--- src/hdl/fbpa_pkg.sv ---
`timescale 1ns / 1ps
// ----------------------------------------------------------------------------
// Block pool allocator package
// Shared widths, register indexes, request codes and control structs.
// ----------------------------------------------------------------------------
package fbpa_pkg;

	localparam int ADDR_W = 32;
	localparam int PAY_W  = 16;
	localparam int CNT_W  = 9;
	// payload plus a header of up to 65536 bytes
	localparam int BLK_W  = PAY_W + 1;
	// a valid offset lies below count * block
	localparam int REM_W  = CNT_W + BLK_W;
	localparam int CFG_IDX_W = 2;

	localparam int DEF_MAX_SLOTS    = 256;
	localparam int DEF_HEADER_BYTES = 16;

	localparam logic [ADDR_W-1:0] RST_POOL_BASE     = '0;
	localparam logic [PAY_W-1:0]  RST_PAYLOAD_BYTES = PAY_W'(64);
	localparam logic [CNT_W-1:0]  RST_SLOT_COUNT    = CNT_W'(256);

	localparam logic FUNC_ALLOC = 1'b0;
	localparam logic FUNC_FREE  = 1'b1;

	typedef enum logic [CFG_IDX_W-1:0] {
		CFG_POOL_BASE     = 2'd0,
		CFG_PAYLOAD_BYTES = 2'd1,
		CFG_SLOT_COUNT    = 2'd2
	} cfg_reg_t;

	typedef struct packed {
		logic pop_rd;
		logic pop_commit;
		logic push;
		logic take_fresh;
	} fl_ctrl_t;

	typedef struct packed {
		logic head_valid;
		logic fresh_avail;
	} fl_sts_t;

	typedef struct packed {
		logic mul_en;
		logic div_start;
	} ar_ctrl_t;

	typedef struct packed {
		logic div_busy;
		logic div_done;
	} ar_sts_t;

endpackage

--- src/hdl/fbpa_if.sv ---
`timescale 1ns / 1ps
// ----------------------------------------------------------------------------
// Block pool allocator channels
// Request, response and configuration write channels with valid/ready.
// ----------------------------------------------------------------------------
interface fbpa_req_if;
	logic                        valid;
	logic                        ready;
	logic                        func;
	logic [fbpa_pkg::ADDR_W-1:0] address;

	modport source (output valid, output func, output address, input ready);
	modport sink (input valid, input func, input address, output ready);
endinterface

interface fbpa_rsp_if;
	logic                        valid;
	logic                        ready;
	logic [fbpa_pkg::ADDR_W-1:0] block_address;
	logic                        ok;

	modport source (output valid, output block_address, output ok, input ready);
	modport sink (input valid, input block_address, input ok, output ready);
endinterface

interface fbpa_cfg_if;
	logic                           valid;
	logic                           ready;
	logic [fbpa_pkg::CFG_IDX_W-1:0] index;
	logic [fbpa_pkg::ADDR_W-1:0]    data;

	modport source (output valid, output index, output data, input ready);
	modport sink (input valid, input index, input data, output ready);
endinterface

--- src/hdl/fbpa_freelist.sv ---
`timescale 1ns / 1ps
// ----------------------------------------------------------------------------
// Free list store
// LIFO of freed slots linked through a memory, plus a high-water mark of
// slots never handed out.
// ----------------------------------------------------------------------------
module fbpa_freelist #(
	parameter int MAX_SLOTS = fbpa_pkg::DEF_MAX_SLOTS
) (
	input  logic                        clk,
	input  logic                        arst_n,
	input  fbpa_pkg::fl_ctrl_t          ctrl,
	input  logic [$clog2(MAX_SLOTS+1)-1:0] push_slot,
	input  logic [fbpa_pkg::CNT_W-1:0]  count,
	output logic [$clog2(MAX_SLOTS+1)-1:0] head,
	output logic [$clog2(MAX_SLOTS+1)-1:0] fresh,
	output fbpa_pkg::fl_sts_t           sts
);

	localparam int SLOT_W = $clog2(MAX_SLOTS + 1);
	localparam int IDX_W  = $clog2(MAX_SLOTS);
	localparam int CMP_W  = (SLOT_W > fbpa_pkg::CNT_W) ? SLOT_W : fbpa_pkg::CNT_W;

	logic [SLOT_W-1:0] link_mem [MAX_SLOTS];
	logic [SLOT_W-1:0] link_rd_q;
	logic [SLOT_W-1:0] head_q;
	logic [SLOT_W-1:0] hw_q;

	always_ff @(posedge clk) begin
		if (ctrl.push) begin
			link_mem[push_slot[IDX_W-1:0]] <= head_q;
		end
		if (ctrl.pop_rd) begin
			link_rd_q <= link_mem[head_q[IDX_W-1:0]];
		end
	end

	always_ff @(posedge clk or negedge arst_n) begin
		if (!arst_n) begin
			head_q <= SLOT_W'(MAX_SLOTS);
			hw_q   <= '0;
		end else begin
			if (ctrl.pop_commit) begin
				head_q <= link_rd_q;
			end else if (ctrl.push) begin
				head_q <= push_slot;
			end
			if (ctrl.take_fresh) begin
				hw_q <= hw_q + SLOT_W'(1);
			end
		end
	end

	assign head             = head_q;
	assign fresh            = hw_q;
	assign sts.head_valid   = head_q < SLOT_W'(MAX_SLOTS);
	assign sts.fresh_avail  = CMP_W'(hw_q) < CMP_W'(count);

`ifndef ASSERT_OFF
	a_pop_needs_head: assert property (@(posedge clk) disable iff (!arst_n)
		ctrl.pop_rd |-> sts.head_valid)
		else $error("pop issued on an empty freed list");
	a_fresh_only_when_list_empty: assert property (@(posedge clk) disable iff (!arst_n)
		ctrl.take_fresh |-> (sts.fresh_avail && !sts.head_valid))
		else $error("fresh slot taken while freed slots remain or none left");
	a_push_makes_head_valid: assert property (@(posedge clk) disable iff (!arst_n)
		ctrl.push |=> sts.head_valid)
		else $error("pushed slot did not become a valid head");
`endif

endmodule

--- src/hdl/fbpa_arith.sv ---
`timescale 1ns / 1ps
// ----------------------------------------------------------------------------
// Shared arithmetic unit
// One registered multiplier and an iterative restoring divider that
// produces one quotient bit per cycle.
// ----------------------------------------------------------------------------
module fbpa_arith #(
	parameter int MUL_W = fbpa_pkg::CNT_W
) (
	input  logic                                    clk,
	input  logic                                    arst_n,
	input  fbpa_pkg::ar_ctrl_t                      ctrl,
	input  logic [MUL_W-1:0]                        mul_a,
	input  logic [fbpa_pkg::BLK_W-1:0]              block,
	input  logic [fbpa_pkg::REM_W-1:0]              dividend,
	output logic [MUL_W+fbpa_pkg::BLK_W-1:0]        prod,
	output logic [fbpa_pkg::CNT_W-1:0]              quotient,
	output fbpa_pkg::ar_sts_t                       sts
);

	localparam int PROD_W = MUL_W + fbpa_pkg::BLK_W;
	localparam int REM_W  = fbpa_pkg::REM_W;
	localparam int QW     = fbpa_pkg::CNT_W;
	localparam int DCNT_W = $clog2(QW + 1);

	logic [PROD_W-1:0] prod_q;
	logic [REM_W-1:0]  rem_q;
	logic [REM_W-1:0]  dvs_q;
	logic [QW-1:0]     quo_q;
	logic [DCNT_W-1:0] cnt_q;
	logic              busy_q;
	logic              done_q;
	logic [REM_W:0]    diff;

	always_ff @(posedge clk) begin
		if (ctrl.mul_en) begin
			prod_q <= PROD_W'(mul_a) * PROD_W'(block);
		end
	end

	assign diff = {1'b0, rem_q} - {1'b0, dvs_q};

	always_ff @(posedge clk or negedge arst_n) begin
		if (!arst_n) begin
			busy_q <= 1'b0;
			done_q <= 1'b0;
			cnt_q  <= '0;
		end else begin
			done_q <= 1'b0;
			if (ctrl.div_start) begin
				busy_q <= 1'b1;
				cnt_q  <= DCNT_W'(QW);
			end else if (busy_q) begin
				cnt_q <= cnt_q - DCNT_W'(1);
				if (cnt_q == DCNT_W'(1)) begin
					busy_q <= 1'b0;
					done_q <= 1'b1;
				end
			end
		end
	end

	// quotient is known to fit QW bits, so start with the divisor at the top bit
	always_ff @(posedge clk) begin
		if (ctrl.div_start) begin
			rem_q <= dividend;
			dvs_q <= REM_W'(block) << (QW - 1);
			quo_q <= '0;
		end else if (busy_q) begin
			if (!diff[REM_W]) begin
				rem_q <= diff[REM_W-1:0];
			end
			quo_q <= {quo_q[QW-2:0], ~diff[REM_W]};
			dvs_q <= dvs_q >> 1;
		end
	end

	assign prod         = prod_q;
	assign quotient     = quo_q;
	assign sts.div_busy = busy_q;
	assign sts.div_done = done_q;

endmodule

--- src/hdl/fixed_block_pool_allocator.sv ---
`timescale 1ns / 1ps
// From request accept to response valid, a failed allocate goes straight to S_OUT;
// a fresh-slot allocate passes S_MUL and S_EVAL, one from the freed list S_POP,
// S_MUL and S_EVAL, and a free S_MUL, S_EVAL and, if in range, S_DIV.
// A request is accepted in the cycle after the previous response is loaded, so
// no new request is taken while one is in work.
// Reset is asynchronous: it empties the freed list, zeroes the high-water mark
// and loads the register defaults.
// ----------------------------------------------------------------------------
// Fixed block pool allocator
// Sequencer, configuration registers and response register around the free
// list store and the shared multiply/divide unit.
// ----------------------------------------------------------------------------
module fixed_block_pool_allocator #(
	parameter int MAX_SLOTS    = fbpa_pkg::DEF_MAX_SLOTS,
	parameter int HEADER_BYTES = fbpa_pkg::DEF_HEADER_BYTES
) (
	input  logic        clk,
	input  logic        arst_n,
	fbpa_cfg_if.sink    cfg,
	fbpa_req_if.sink    req,
	fbpa_rsp_if.source  rsp
);

	localparam int ADDR_W = fbpa_pkg::ADDR_W;
	localparam int PAY_W  = fbpa_pkg::PAY_W;
	localparam int CNT_W  = fbpa_pkg::CNT_W;
	localparam int BLK_W  = fbpa_pkg::BLK_W;
	localparam int REM_W  = fbpa_pkg::REM_W;
	localparam int SLOT_W = $clog2(MAX_SLOTS + 1);
	localparam int MUL_W  = (SLOT_W > CNT_W) ? SLOT_W : CNT_W;
	localparam int PROD_W = MUL_W + BLK_W;
	localparam int LIM_W  = (PROD_W > ADDR_W) ? PROD_W : ADDR_W;
	localparam int EXT_W  = ADDR_W + 1;

	typedef enum logic [2:0] {
		S_IDLE,
		S_POP,
		S_MUL,
		S_EVAL,
		S_DIV,
		S_OUT
	} state_t;

	state_t state_q;

	logic [ADDR_W-1:0] pool_base_q;
	logic [PAY_W-1:0]  payload_q;
	logic [CNT_W-1:0]  slot_count_q;

	logic              func_q;
	logic [ADDR_W-1:0] addr_q;
	logic [SLOT_W-1:0] slot_q;
	logic [ADDR_W-1:0] res_addr_q;
	logic              res_ok_q;
	logic              rsp_valid_q;
	logic [ADDR_W-1:0] rsp_addr_q;
	logic              rsp_ok_q;

	logic [BLK_W-1:0]  block;
	logic [CNT_W-1:0]  count;
	logic [EXT_W-1:0]  start;
	logic              below;
	logic [ADDR_W-1:0] off;
	logic              in_range;
	logic [MUL_W-1:0]  mul_a;
	logic              req_fire;
	logic              out_free;

	fbpa_pkg::fl_ctrl_t fl_ctrl;
	fbpa_pkg::fl_sts_t  fl_sts;
	fbpa_pkg::ar_ctrl_t ar_ctrl;
	fbpa_pkg::ar_sts_t  ar_sts;
	logic [SLOT_W-1:0]  head;
	logic [SLOT_W-1:0]  fresh;
	logic [SLOT_W-1:0]  push_slot;
	logic [PROD_W-1:0]  prod;
	logic [CNT_W-1:0]   quotient;

	// configuration registers
	assign cfg.ready = 1'b1;

	always_ff @(posedge clk or negedge arst_n) begin
		if (!arst_n) begin
			pool_base_q  <= fbpa_pkg::RST_POOL_BASE;
			payload_q    <= fbpa_pkg::RST_PAYLOAD_BYTES;
			slot_count_q <= fbpa_pkg::RST_SLOT_COUNT;
		end else if (cfg.valid && cfg.ready) begin
			case (cfg.index)
				fbpa_pkg::CFG_POOL_BASE: begin
					pool_base_q <= cfg.data;
				end
				fbpa_pkg::CFG_PAYLOAD_BYTES: begin
					payload_q <= cfg.data[PAY_W-1:0];
				end
				fbpa_pkg::CFG_SLOT_COUNT: begin
					slot_count_q <= cfg.data[CNT_W-1:0];
				end
				default: begin
				end
			endcase
		end
	end

	assign block = BLK_W'(payload_q) + BLK_W'(HEADER_BYTES);
	assign count = (int'(slot_count_q) > MAX_SLOTS) ? CNT_W'(MAX_SLOTS) : slot_count_q;

	// range test in exact arithmetic: no wrap past the top of the address space
	assign start    = {1'b0, pool_base_q} + EXT_W'(HEADER_BYTES);
	assign below    = {1'b0, addr_q} < start;
	assign off      = addr_q - start[ADDR_W-1:0];
	assign in_range = !below && (LIM_W'(off) < LIM_W'(prod));

	assign mul_a     = (func_q == fbpa_pkg::FUNC_ALLOC) ? MUL_W'(slot_q) : MUL_W'(count);
	assign push_slot = SLOT_W'(quotient);

	assign req.ready = (state_q == S_IDLE);
	assign req_fire  = req.valid && req.ready;
	assign out_free  = !rsp_valid_q || rsp.ready;

	fbpa_freelist #(
		.MAX_SLOTS (MAX_SLOTS)
	) u_freelist (
		.clk       (clk),
		.arst_n    (arst_n),
		.ctrl      (fl_ctrl),
		.push_slot (push_slot),
		.count     (count),
		.head      (head),
		.fresh     (fresh),
		.sts       (fl_sts)
	);

	fbpa_arith #(
		.MUL_W (MUL_W)
	) u_arith (
		.clk      (clk),
		.arst_n   (arst_n),
		.ctrl     (ar_ctrl),
		.mul_a    (mul_a),
		.block    (block),
		.dividend (off[REM_W-1:0]),
		.prod     (prod),
		.quotient (quotient),
		.sts      (ar_sts)
	);

	always_comb begin
		fl_ctrl = '0;
		ar_ctrl = '0;
		case (state_q)
			S_IDLE: begin
				if (req_fire && req.func == fbpa_pkg::FUNC_ALLOC) begin
					if (fl_sts.head_valid) begin
						fl_ctrl.pop_rd = 1'b1;
					end else if (fl_sts.fresh_avail) begin
						fl_ctrl.take_fresh = 1'b1;
					end
				end
			end
			S_POP: begin
				fl_ctrl.pop_commit = 1'b1;
			end
			S_MUL: begin
				ar_ctrl.mul_en = 1'b1;
			end
			S_EVAL: begin
				if (func_q == fbpa_pkg::FUNC_FREE && in_range) begin
					ar_ctrl.div_start = 1'b1;
				end
			end
			S_DIV: begin
				if (ar_sts.div_done) begin
					fl_ctrl.push = 1'b1;
				end
			end
			default: begin
			end
		endcase
	end

	always_ff @(posedge clk or negedge arst_n) begin
		if (!arst_n) begin
			state_q     <= S_IDLE;
			rsp_valid_q <= 1'b0;
		end else begin
			if (rsp.ready) begin
				rsp_valid_q <= 1'b0;
			end
			case (state_q)
				S_IDLE: begin
					if (req_fire) begin
						if (req.func == fbpa_pkg::FUNC_FREE) begin
							state_q <= S_MUL;
						end else if (fl_sts.head_valid) begin
							state_q <= S_POP;
						end else if (fl_sts.fresh_avail) begin
							state_q <= S_MUL;
						end else begin
							state_q <= S_OUT;
						end
					end
				end
				S_POP: begin
					state_q <= S_MUL;
				end
				S_MUL: begin
					state_q <= S_EVAL;
				end
				S_EVAL: begin
					if (func_q == fbpa_pkg::FUNC_FREE && in_range) begin
						state_q <= S_DIV;
					end else begin
						state_q <= S_OUT;
					end
				end
				S_DIV: begin
					if (ar_sts.div_done) begin
						state_q <= S_OUT;
					end
				end
				S_OUT: begin
					// hold until the response register is free
					if (out_free) begin
						rsp_valid_q <= 1'b1;
						state_q     <= S_IDLE;
					end
				end
				default: begin
					state_q <= S_IDLE;
				end
			endcase
		end
	end

	// request and result payload
	always_ff @(posedge clk) begin
		case (state_q)
			S_IDLE: begin
				if (req_fire) begin
					func_q     <= req.func;
					addr_q     <= req.address;
					slot_q     <= fl_sts.head_valid ? head : fresh;
					res_addr_q <= '0;
					res_ok_q   <= 1'b0;
				end
			end
			S_EVAL: begin
				if (func_q == fbpa_pkg::FUNC_ALLOC) begin
					res_addr_q <= pool_base_q + ADDR_W'(prod) + ADDR_W'(HEADER_BYTES);
					res_ok_q   <= 1'b1;
				end
			end
			S_DIV: begin
				if (ar_sts.div_done) begin
					res_ok_q <= 1'b1;
				end
			end
			S_OUT: begin
				if (out_free) begin
					rsp_addr_q <= res_addr_q;
					rsp_ok_q   <= res_ok_q;
				end
			end
			default: begin
			end
		endcase
	end

	assign rsp.valid         = rsp_valid_q;
	assign rsp.block_address = rsp_addr_q;
	assign rsp.ok            = rsp_ok_q;

`ifndef ASSERT_OFF
	a_busy_after_accept: assert property (@(posedge clk) disable iff (!arst_n)
		req_fire |=> !req.ready)
		else $error("request accepted while previous one still in work");
	a_div_only_in_div_state: assert property (@(posedge clk) disable iff (!arst_n)
		ar_sts.div_busy |-> (state_q == S_DIV))
		else $error("divider running outside its sequencer state");
	a_nonzero_addr_means_ok: assert property (@(posedge clk) disable iff (!arst_n)
		(rsp.valid && rsp.block_address != '0) |-> rsp.ok)
		else $error("address returned on a failed or free response");
`endif

endmodule

--- src/flat_wrapper.sv ---
// flat-port wrapper written by rule: the top's interface ports become plain ports
module fixed_block_pool_allocator_flat 
#(
	parameter int MAX_SLOTS    = fbpa_pkg::DEF_MAX_SLOTS,
	parameter int HEADER_BYTES = fbpa_pkg::DEF_HEADER_BYTES
)
  (clk, arst_n, cfg_valid, cfg_index, cfg_data, cfg_ready, req_valid, req_func, req_address, req_ready, rsp_valid, rsp_block_address, rsp_ok, rsp_ready);
  fbpa_cfg_if cfg_i ();
  fbpa_req_if req_i ();
  fbpa_rsp_if rsp_i ();
  input  logic clk;
  input  logic arst_n;
  input wire logic [$bits(cfg_i.valid)-1:0] cfg_valid;
  input wire logic [$bits(cfg_i.index)-1:0] cfg_index;
  input wire logic [$bits(cfg_i.data)-1:0] cfg_data;
  output wire logic [$bits(cfg_i.ready)-1:0] cfg_ready;
  input wire logic [$bits(req_i.valid)-1:0] req_valid;
  input wire logic [$bits(req_i.func)-1:0] req_func;
  input wire logic [$bits(req_i.address)-1:0] req_address;
  output wire logic [$bits(req_i.ready)-1:0] req_ready;
  output wire logic [$bits(rsp_i.valid)-1:0] rsp_valid;
  output wire logic [$bits(rsp_i.block_address)-1:0] rsp_block_address;
  output wire logic [$bits(rsp_i.ok)-1:0] rsp_ok;
  input wire logic [$bits(rsp_i.ready)-1:0] rsp_ready;
  assign cfg_i.valid = cfg_valid;
  assign cfg_i.index = cfg_index;
  assign cfg_i.data = cfg_data;
  assign cfg_ready = cfg_i.ready;
  assign req_i.valid = req_valid;
  assign req_i.func = req_func;
  assign req_i.address = req_address;
  assign req_ready = req_i.ready;
  assign rsp_valid = rsp_i.valid;
  assign rsp_block_address = rsp_i.block_address;
  assign rsp_ok = rsp_i.ok;
  assign rsp_i.ready = rsp_ready;
  fixed_block_pool_allocator #(.MAX_SLOTS(MAX_SLOTS), .HEADER_BYTES(HEADER_BYTES)) u_core (.clk(clk), .arst_n(arst_n), .cfg(cfg_i), .req(req_i), .rsp(rsp_i));
endmodule
--- config.mk ---
export PLATFORM = sky130hd
export DESIGN_NAME = fixed_block_pool_allocator_flat
export DESIGN_NICKNAME = d
export VERILOG_FILES = /design/src/hdl/fbpa_pkg.sv /design/src/hdl/fbpa_if.sv /design/src/hdl/fbpa_freelist.sv /design/src/hdl/fbpa_arith.sv /design/src/hdl/fixed_block_pool_allocator.sv /design/src/flat_wrapper.sv
export SDC_FILE = /design/constraint.sdc
export NUM_CORES = 2
export LEC_CHECK = 0
export BUFFER_PORTS_ARGS = -buffer_cell sky130_fd_sc_hd__buf_2
export CAP_MARGIN = 30
export CORE_MARGIN = 3
export CORE_UTILIZATION = 45
export DETAILED_ROUTE_END_ITERATION = 8
export GPL_ROUTABILITY_DRIVEN = 0
export GPL_TIMING_DRIVEN = 0
export RECOVER_POWER = 50
export SLEW_MARGIN = 20
export SYNTH_ARGS = -nofsm -noshare
export SYNTH_HDL_FRONTEND = slang
export SYNTH_HIERARCHICAL = 1
export SYNTH_SLANG_ARGS = --single-unit
--- constraint.sdc ---
create_clock -name clk -period 15.7 [get_ports clk]
set_input_delay 3.14 -clock clk [delete_from_list [all_inputs] [get_ports clk]]
set_output_delay 3.14 -clock clk [all_outputs]
set_load 0.05 [all_outputs]
* After elaboration in Yosys (flattened, before gate mapping)
Memories as Yosys holds them, arrays and structs flattened. A register that Yosys moved wholly into a read port is not among the register bits.
Index checks and enable logic that the tools add are counted.
** Word-level totals
- Register bits :: 279
- Memory bits (writable) :: 2304
- Input port bits :: 72
- Output and inout bits :: 36
- Word-level logic and storage cells :: 125
- Memories kept :: 1
** Memories
- u_core.u_freelist.link_mem :: depth 256, bits a word 9, rd ports 1, clocked after memory_dff 1, wr ports 1, RTL line fbpa_freelist.sv:24 : logic [SLOT_W-1:0] link_mem [MAX_SLOTS];
** Cells by class
- Add/subtract/negate cells :: 8
- Multiply operators :: 1
- Order comparisons :: 5
- Equal/unequal tests :: 13
- Mux-type cells :: 51
- Bitwise logic cells :: 2
- Reductions and logical operators :: 22
** Operator list (number)
- $mux 26 :: 3
- $mux 32 :: 2
- $pmux 32 s2 :: 1
- $mux 25 :: 2
- $mux 9 :: 5
- $add 32x5->33 const B :: 1
- $lt 32x33->1 :: 1
- $add 32x26->32 :: 1
- $add 32x5->32 const B :: 1
- $lt 32x26->1 :: 1
- $sub 32x32->32 :: 1
- $mux 1 :: 28
- $sub 26x25->27 :: 1
- $mul 9x17->26 :: 1
- $mux 3 :: 6
- $pmux 3 s6 :: 1
- $add 16x5->17 const B :: 1
- $reduce_and 2->1 :: 6
- $add 9x1->9 const B :: 1
- $gt 9x9->1 const B :: 1
- $lt 9x9->1 :: 1
- $lt 9x9->1 const B :: 1
- $mux 4 :: 2
- $eq 3x2->1 const B :: 2
- other kinds (19) :: 31

* Logic depth before layout (Yosys ltp)
- Word-level depth :: 9
- Mapped depth :: 30

* Modules after synthesis
Netlist, hierarchy kept.
** By module, submodules not included
- fbpa_freelist :: instances 1, cells an instance 4096, area an instance 89868.7 um^2, seq. area each 69908.3 um^2
- fixed_block_pool_allocator :: instances 1, cells an instance 992, area an instance 10844.2 um^2, seq. area each 4772.1 um^2
- fbpa_arith :: instances 1, cells an instance 1103, area an instance 9963.3 um^2, seq. area each 2562.5 um^2

* Worst setup path before layout
No wires, ideal clock.
- Kind :: register -> register
- From :: register u_core.pool_base_q[6]
- To :: register u_core.u_arith.rem_q[0], enable pin
- Data arrival time :: 6.356 ns
- Path slack :: 8.919 ns
- Cell stages (with the launch flop) :: 29
- Path buffers :: 5
- Period minus slack after synthesis :: 6.781 ns
- Path through :: dfrtp_1 and4_1 buf_2 and3_1 nand3_1 nor2_1 and3_1 buf_2 nand3_1 xor2_1 ha_1 buf_6 and3_1 nand2_1 nor3_1 a211o_1 xor2_1 ha_1 nand4_1 a21oi_1 o31a_1 o21ai_0 o211ai_1 nor4b_2 and2_1 clkbuf_1 clkinv_1 clkbuf_1 a31oi_1
** RTL lines
- from (decl) :: RTL line fixed_block_pool_allocator.sv:47 : logic [ADDR_W-1:0] pool_base_q;
- from (signal assigned) :: RTL line fixed_block_pool_allocator.sv:85 : pool_base_q <= fbpa_pkg::RST_POOL_BASE;
- from (signal assigned) :: RTL line fixed_block_pool_allocator.sv:91 : pool_base_q <= cfg.data;
- to (signal assigned) :: RTL line fbpa_arith.sv:66 : rem_q <= dividend;
- to (signal assigned) :: RTL line fbpa_arith.sv:71 : rem_q <= diff[REM_W-1:0];
- to (decl) :: RTL line fbpa_arith.sv:27 : logic [REM_W-1:0] rem_q;

* Worst setup path in the final report
- From :: register u_core.u_freelist.head_q[2] (netlist: u_core/u_freelist/head[2])
- To :: register u_core.u_freelist.link_rd_q[6], read port of u_core.u_freelist.link_mem (data pin)
** On the way
- Longest elaborated chain between the ends :: 4
** RTL lines
- from (decl) :: RTL line fbpa_freelist.sv:26 : logic [SLOT_W-1:0] head_q;
- from (signal assigned) :: RTL line fbpa_freelist.sv:40 : head_q <= SLOT_W'(MAX_SLOTS);
- from (signal assigned) :: RTL line fbpa_freelist.sv:44 : head_q <= link_rd_q;
- from (signal assigned) :: RTL line fbpa_freelist.sv:46 : head_q <= push_slot;
- $lt 9x9->1 :: RTL line fbpa_freelist.sv:56 : assign sts.head_valid = head_q < SLOT_W'(MAX_SLOTS);
- $mux 1 :: RTL line fixed_block_pool_allocator.sv:154 : if (fl_sts.head_valid) begin
- $mux 1 :: RTL line fixed_block_pool_allocator.sv:153 : if (req_fire && req.func == fbpa_pkg::FUNC_ALLOC) begin
- $mux 1 :: RTL line fixed_block_pool_allocator.sv:151 : case (state_q)
- to (decl) :: RTL line fbpa_freelist.sv:25 : logic [SLOT_W-1:0] link_rd_q;
Parallel ways exist; a longest one is shown, timed or not.
A chain may end at the register's enable or synchronous reset.

==> key figures <==
Run status
  • Status: finished with violations
  • Failing checks: capacitance limit, slew limit

Synth
  • Ys Warns: 6
  • Mapped Nets: 6,565
  • Synthesized area: 110,700 um^2
  • Cell count after synthesis: 6,190
  • Syn Area/Cell: 17.88 um^2

Pwr
  • Design Power: 0.02538 W
  • LEAKAGE: 41.87 nW
  • Part of the power in the clock network: ~25%
  • Pwr dens: slightly above 200 nW/um^2
  • Internal Power: 0.01587 W
  • Sw Share: 37.50%
  • Sw Pwr: 0.009519 W
  • Comb power frac: 39.0%
  • Worst vdd ir: about 320 uV
  • Seq pwr share: 36.2%

Timing
  • Period utilization: about 73%
  • Setup TNS: 0 ns
  • Unrepaired setup endpoints after global routing: false
  • Slew @ Worst Pin: roughly 3.9 ns
  • Final worst clock skew: ~0.081 ns
  • WHS: around 0.42 ns
  • Hold Vio Cnt, Final: 0
  • FMAX: 87.63 MHz
  • Relative slew slack: -159.0%
  • Final setup viols: 0
  • Final min period: 11.41 ns
  • Max-slew violations: 2,488

Die
  • Num ports: 108
  • Row count: 181
  • Die area: 251,900 um^2
  • Die width: ~500 um
  • Initial Util: 45.37%
  • Core Region: 243,900 um^2
  • Die height: between 500 and 600 um

Cells and area
  • Area of the multi-input gates: roughly 30,000 um^2
  • Nets: 7,133
  • Register area: 77,240 um^2
  • Area Growth Syn to Fin: 13.45%
  • Final design area excluding fillers: 125,600 um^2
  • Final Util: between 50% and 60%
  • Layout cells sized above 1: 21.41%
  • FILL cells: 19,630

GRT
  • Total track usage: a little over a quarter
  • Number of global-route vias before repair: 61,580
  • Largest net degree at the start of global routing: 81
  • Antenna violations before repair: 9
  • First-pass GRT wire length: 469,100 um
  • Grt ovf: 0

Critical path
  • R2R cell count: 13
  • Crit path cell chain: clkbuf_1 -> clkbuf_1 -> clkbuf_1 -> and2_1 -> clkbuf_1 -> buf_2 -> nand3_1 -> buf_2 -> o22ai_1 -> nor2_1 -> a31oi_1 -> nor3_1 -> nor2b_1
  • Endpoint class of the critical path: flip-flop
  • Critical-path cell with the highest stage delay: clkbuf_1
  • Slowest stage delay, CP: ~2.4 ns
  • Crit Path Category: reg -> reg
  • Reg-to-reg critical path endpoint: u_core/u_freelist/link_rd_q[6]
  • WP buf/inv: 6
  • Cell mode on critical path: clkbuf_1
  • Top delay family on crit path: buffers and inverters
  • Worst endpoint required time: 16.38 ns
  • Crit path max fanout: 63
  • Reg2reg start: u_core/u_freelist/head[2]
  • Setup slack, reg-to-reg: roughly 4.3 ns
  • Critical Path AT: about 12 ns
  • CP Launch Type: flip-flop

Flow run
  • Max Cap Violations: 44

CTS
  • Hold bufs inserted after CTS: 0
  • CTS Buffer Depth: 4
  • Post-CTS Setup Bufs: 0
  • Clock Latency Late Sink: 0.95 ns
  • CTS resizes: 0
  • CTS tree: done
  • TritonCTS buffer count: 289
  • CTS H-Tree Depth: 5
  • Clock Sinks: 2,592
  • Reg clk slew, reported paths: 0.06 ns
  • Root buf cell: clkbuf_16

Drt
  • Initial DRC count: about 8,300
  • DRT Wirelength: 337,400 um
  • Antenna Nets Post-Route: 0
  • Drt drc: 0
  • Pre-antenna DRT Iters: 6
  • Wire per inst: 33.18 um
  • Drt via density: between 6 and 7
  • Vias: 63,600

Placement
  • Number of I/O port buffers: between 100 and 150
  • Hpwl dp: between 200,000 and 250,000 um
  • Placement Cell Area: 117,300 um^2

Min path
  • HP Class: reg -> reg
  • Hold EP: u_core/rsp.block_address[16]
  • Hold path depth: 0
  • Worst hold path startpoint: u_core/res_addr_q[16]
-- routing by layer --
metal | track usage (%) | up-vias | part of all wire, %
met3 | 7.414 | 751 | 12
met5 | 0 | - | 0.0083
li1 | - | 25750 | -
met1 | 37.02 | 33350 | 39
met2 | 39.14 | 3750 | 44
met4 | 11.72 | 4 | 5.2
-- per-stage QoR --
stage	setup slack (ns)	instances
6_report	4.288	10170
5_1_grt	3.916	10160
4_1_cts	7.830	10110
3_5_place_dp	7.818	9614
3_3_place_gp	4.293	9498
2_1_floorplan	8.919	6190
-- state kept, by name, indices dropped and copies added, names as in the netlist, 3 cells and up --
signal                       count
u_core/pool_base_q              32
u_core/u_arith/dvs_q            25
u_core/u_freelist/fresh          9
u_core/u_arith/cnt_q             4
u_core/payload_q                16
u_core/rsp.block_address        32
u_core/u_freelist/link_mem    2304
u_core/state_q                   3
u_core/u_arith/quotient          9
u_core/slot_q                    9
u_core/slot_count_q              9
u_core/addr_q                   32
u_core/u_arith/rem_q            26
u_core/u_freelist/link_rd_q      9
u_core/u_arith/prod             26
u_core/res_addr_q               32
u_core/u_freelist/head           9
-- worst max-delay path by stage --
stage / start / endpoint / slack [ns] / cells after the start
global placement: u_core/u_freelist/head[1] / u_core/u_freelist/link_rd_q[0] / 4.29 / 9
floorplan: u_core/pool_base_q[6] / u_core/u_arith/rem_q[0] / 8.92 / 28
global route: u_core/u_freelist/head[2] / u_core/u_freelist/link_rd_q[6] / 3.92 / 13
detailed placement: u_core/pool_base_q[7] / u_core/u_arith/rem_q[19] / 7.82 / 27
finish: u_core/u_freelist/head[2] / u_core/u_freelist/link_rd_q[6] / 4.29 / 13
CTS: u_core/pool_base_q[7] / u_core/u_arith/rem_q[19] / 7.83 / 27
-- cell type report --
| class | count | area share (%) |
|---|---|---|
| repair buffers | 277 | 1.661 |
| clock buffers | 354 | 6.089 |
| diodes | 7 | 0.01395 |
| plain buffers | 317 | 1.484 |
| multi-input cells | 3034 | 24.50 |
| well taps | 3202 | 3.191 |
| clock inverters | 139 | 0.8032 |
| inverters | 247 | 0.7384 |
| flip-flops and latches | 2592 | 61.52 |
-- cell usage in the layout, fill, tap and decap left out, types with 39 or more instances in the layout --
cell / instances
clkbuf_16: 296
nor2b_1: 43
mux2i_1: 115
nor3_1: 40
ha_1: 194
inv_1: 245
buf_4: 124
xor2_1: 55
mux2_2: 75
clkinv_2: 42
buf_2: 176
a211oi_1: 58
dfrtp_1: 82
clkbuf_1: 237
edfxtp_1: 2490
nor2_1: 394
clkinv_1: 66
nand3_1: 69
mux4_2: 546
fa_1: 109
o22ai_1: 129
a22oi_1: 61
buf_6: 48
a22o_1: 39
xnor2_1: 59
a21oi_1: 127
a21o_1: 40
and2_1: 98
o21ai_0: 101
nand2_1: 255
-- power by group through the flow --
stage	logic (W)	registers [W]	clock network, W
finish	0.00989	0.00920	0.00630
floorplan	0.00563	0.00966	0
detailed placement	0.00990	0.00922	0
global route	0.0105	0.00923	0.00668
CTS	0.00994	0.00908	0.00640
global placement	0.00880	0.0104	0
No activity file was read; power rests on OpenSTA's default activity.
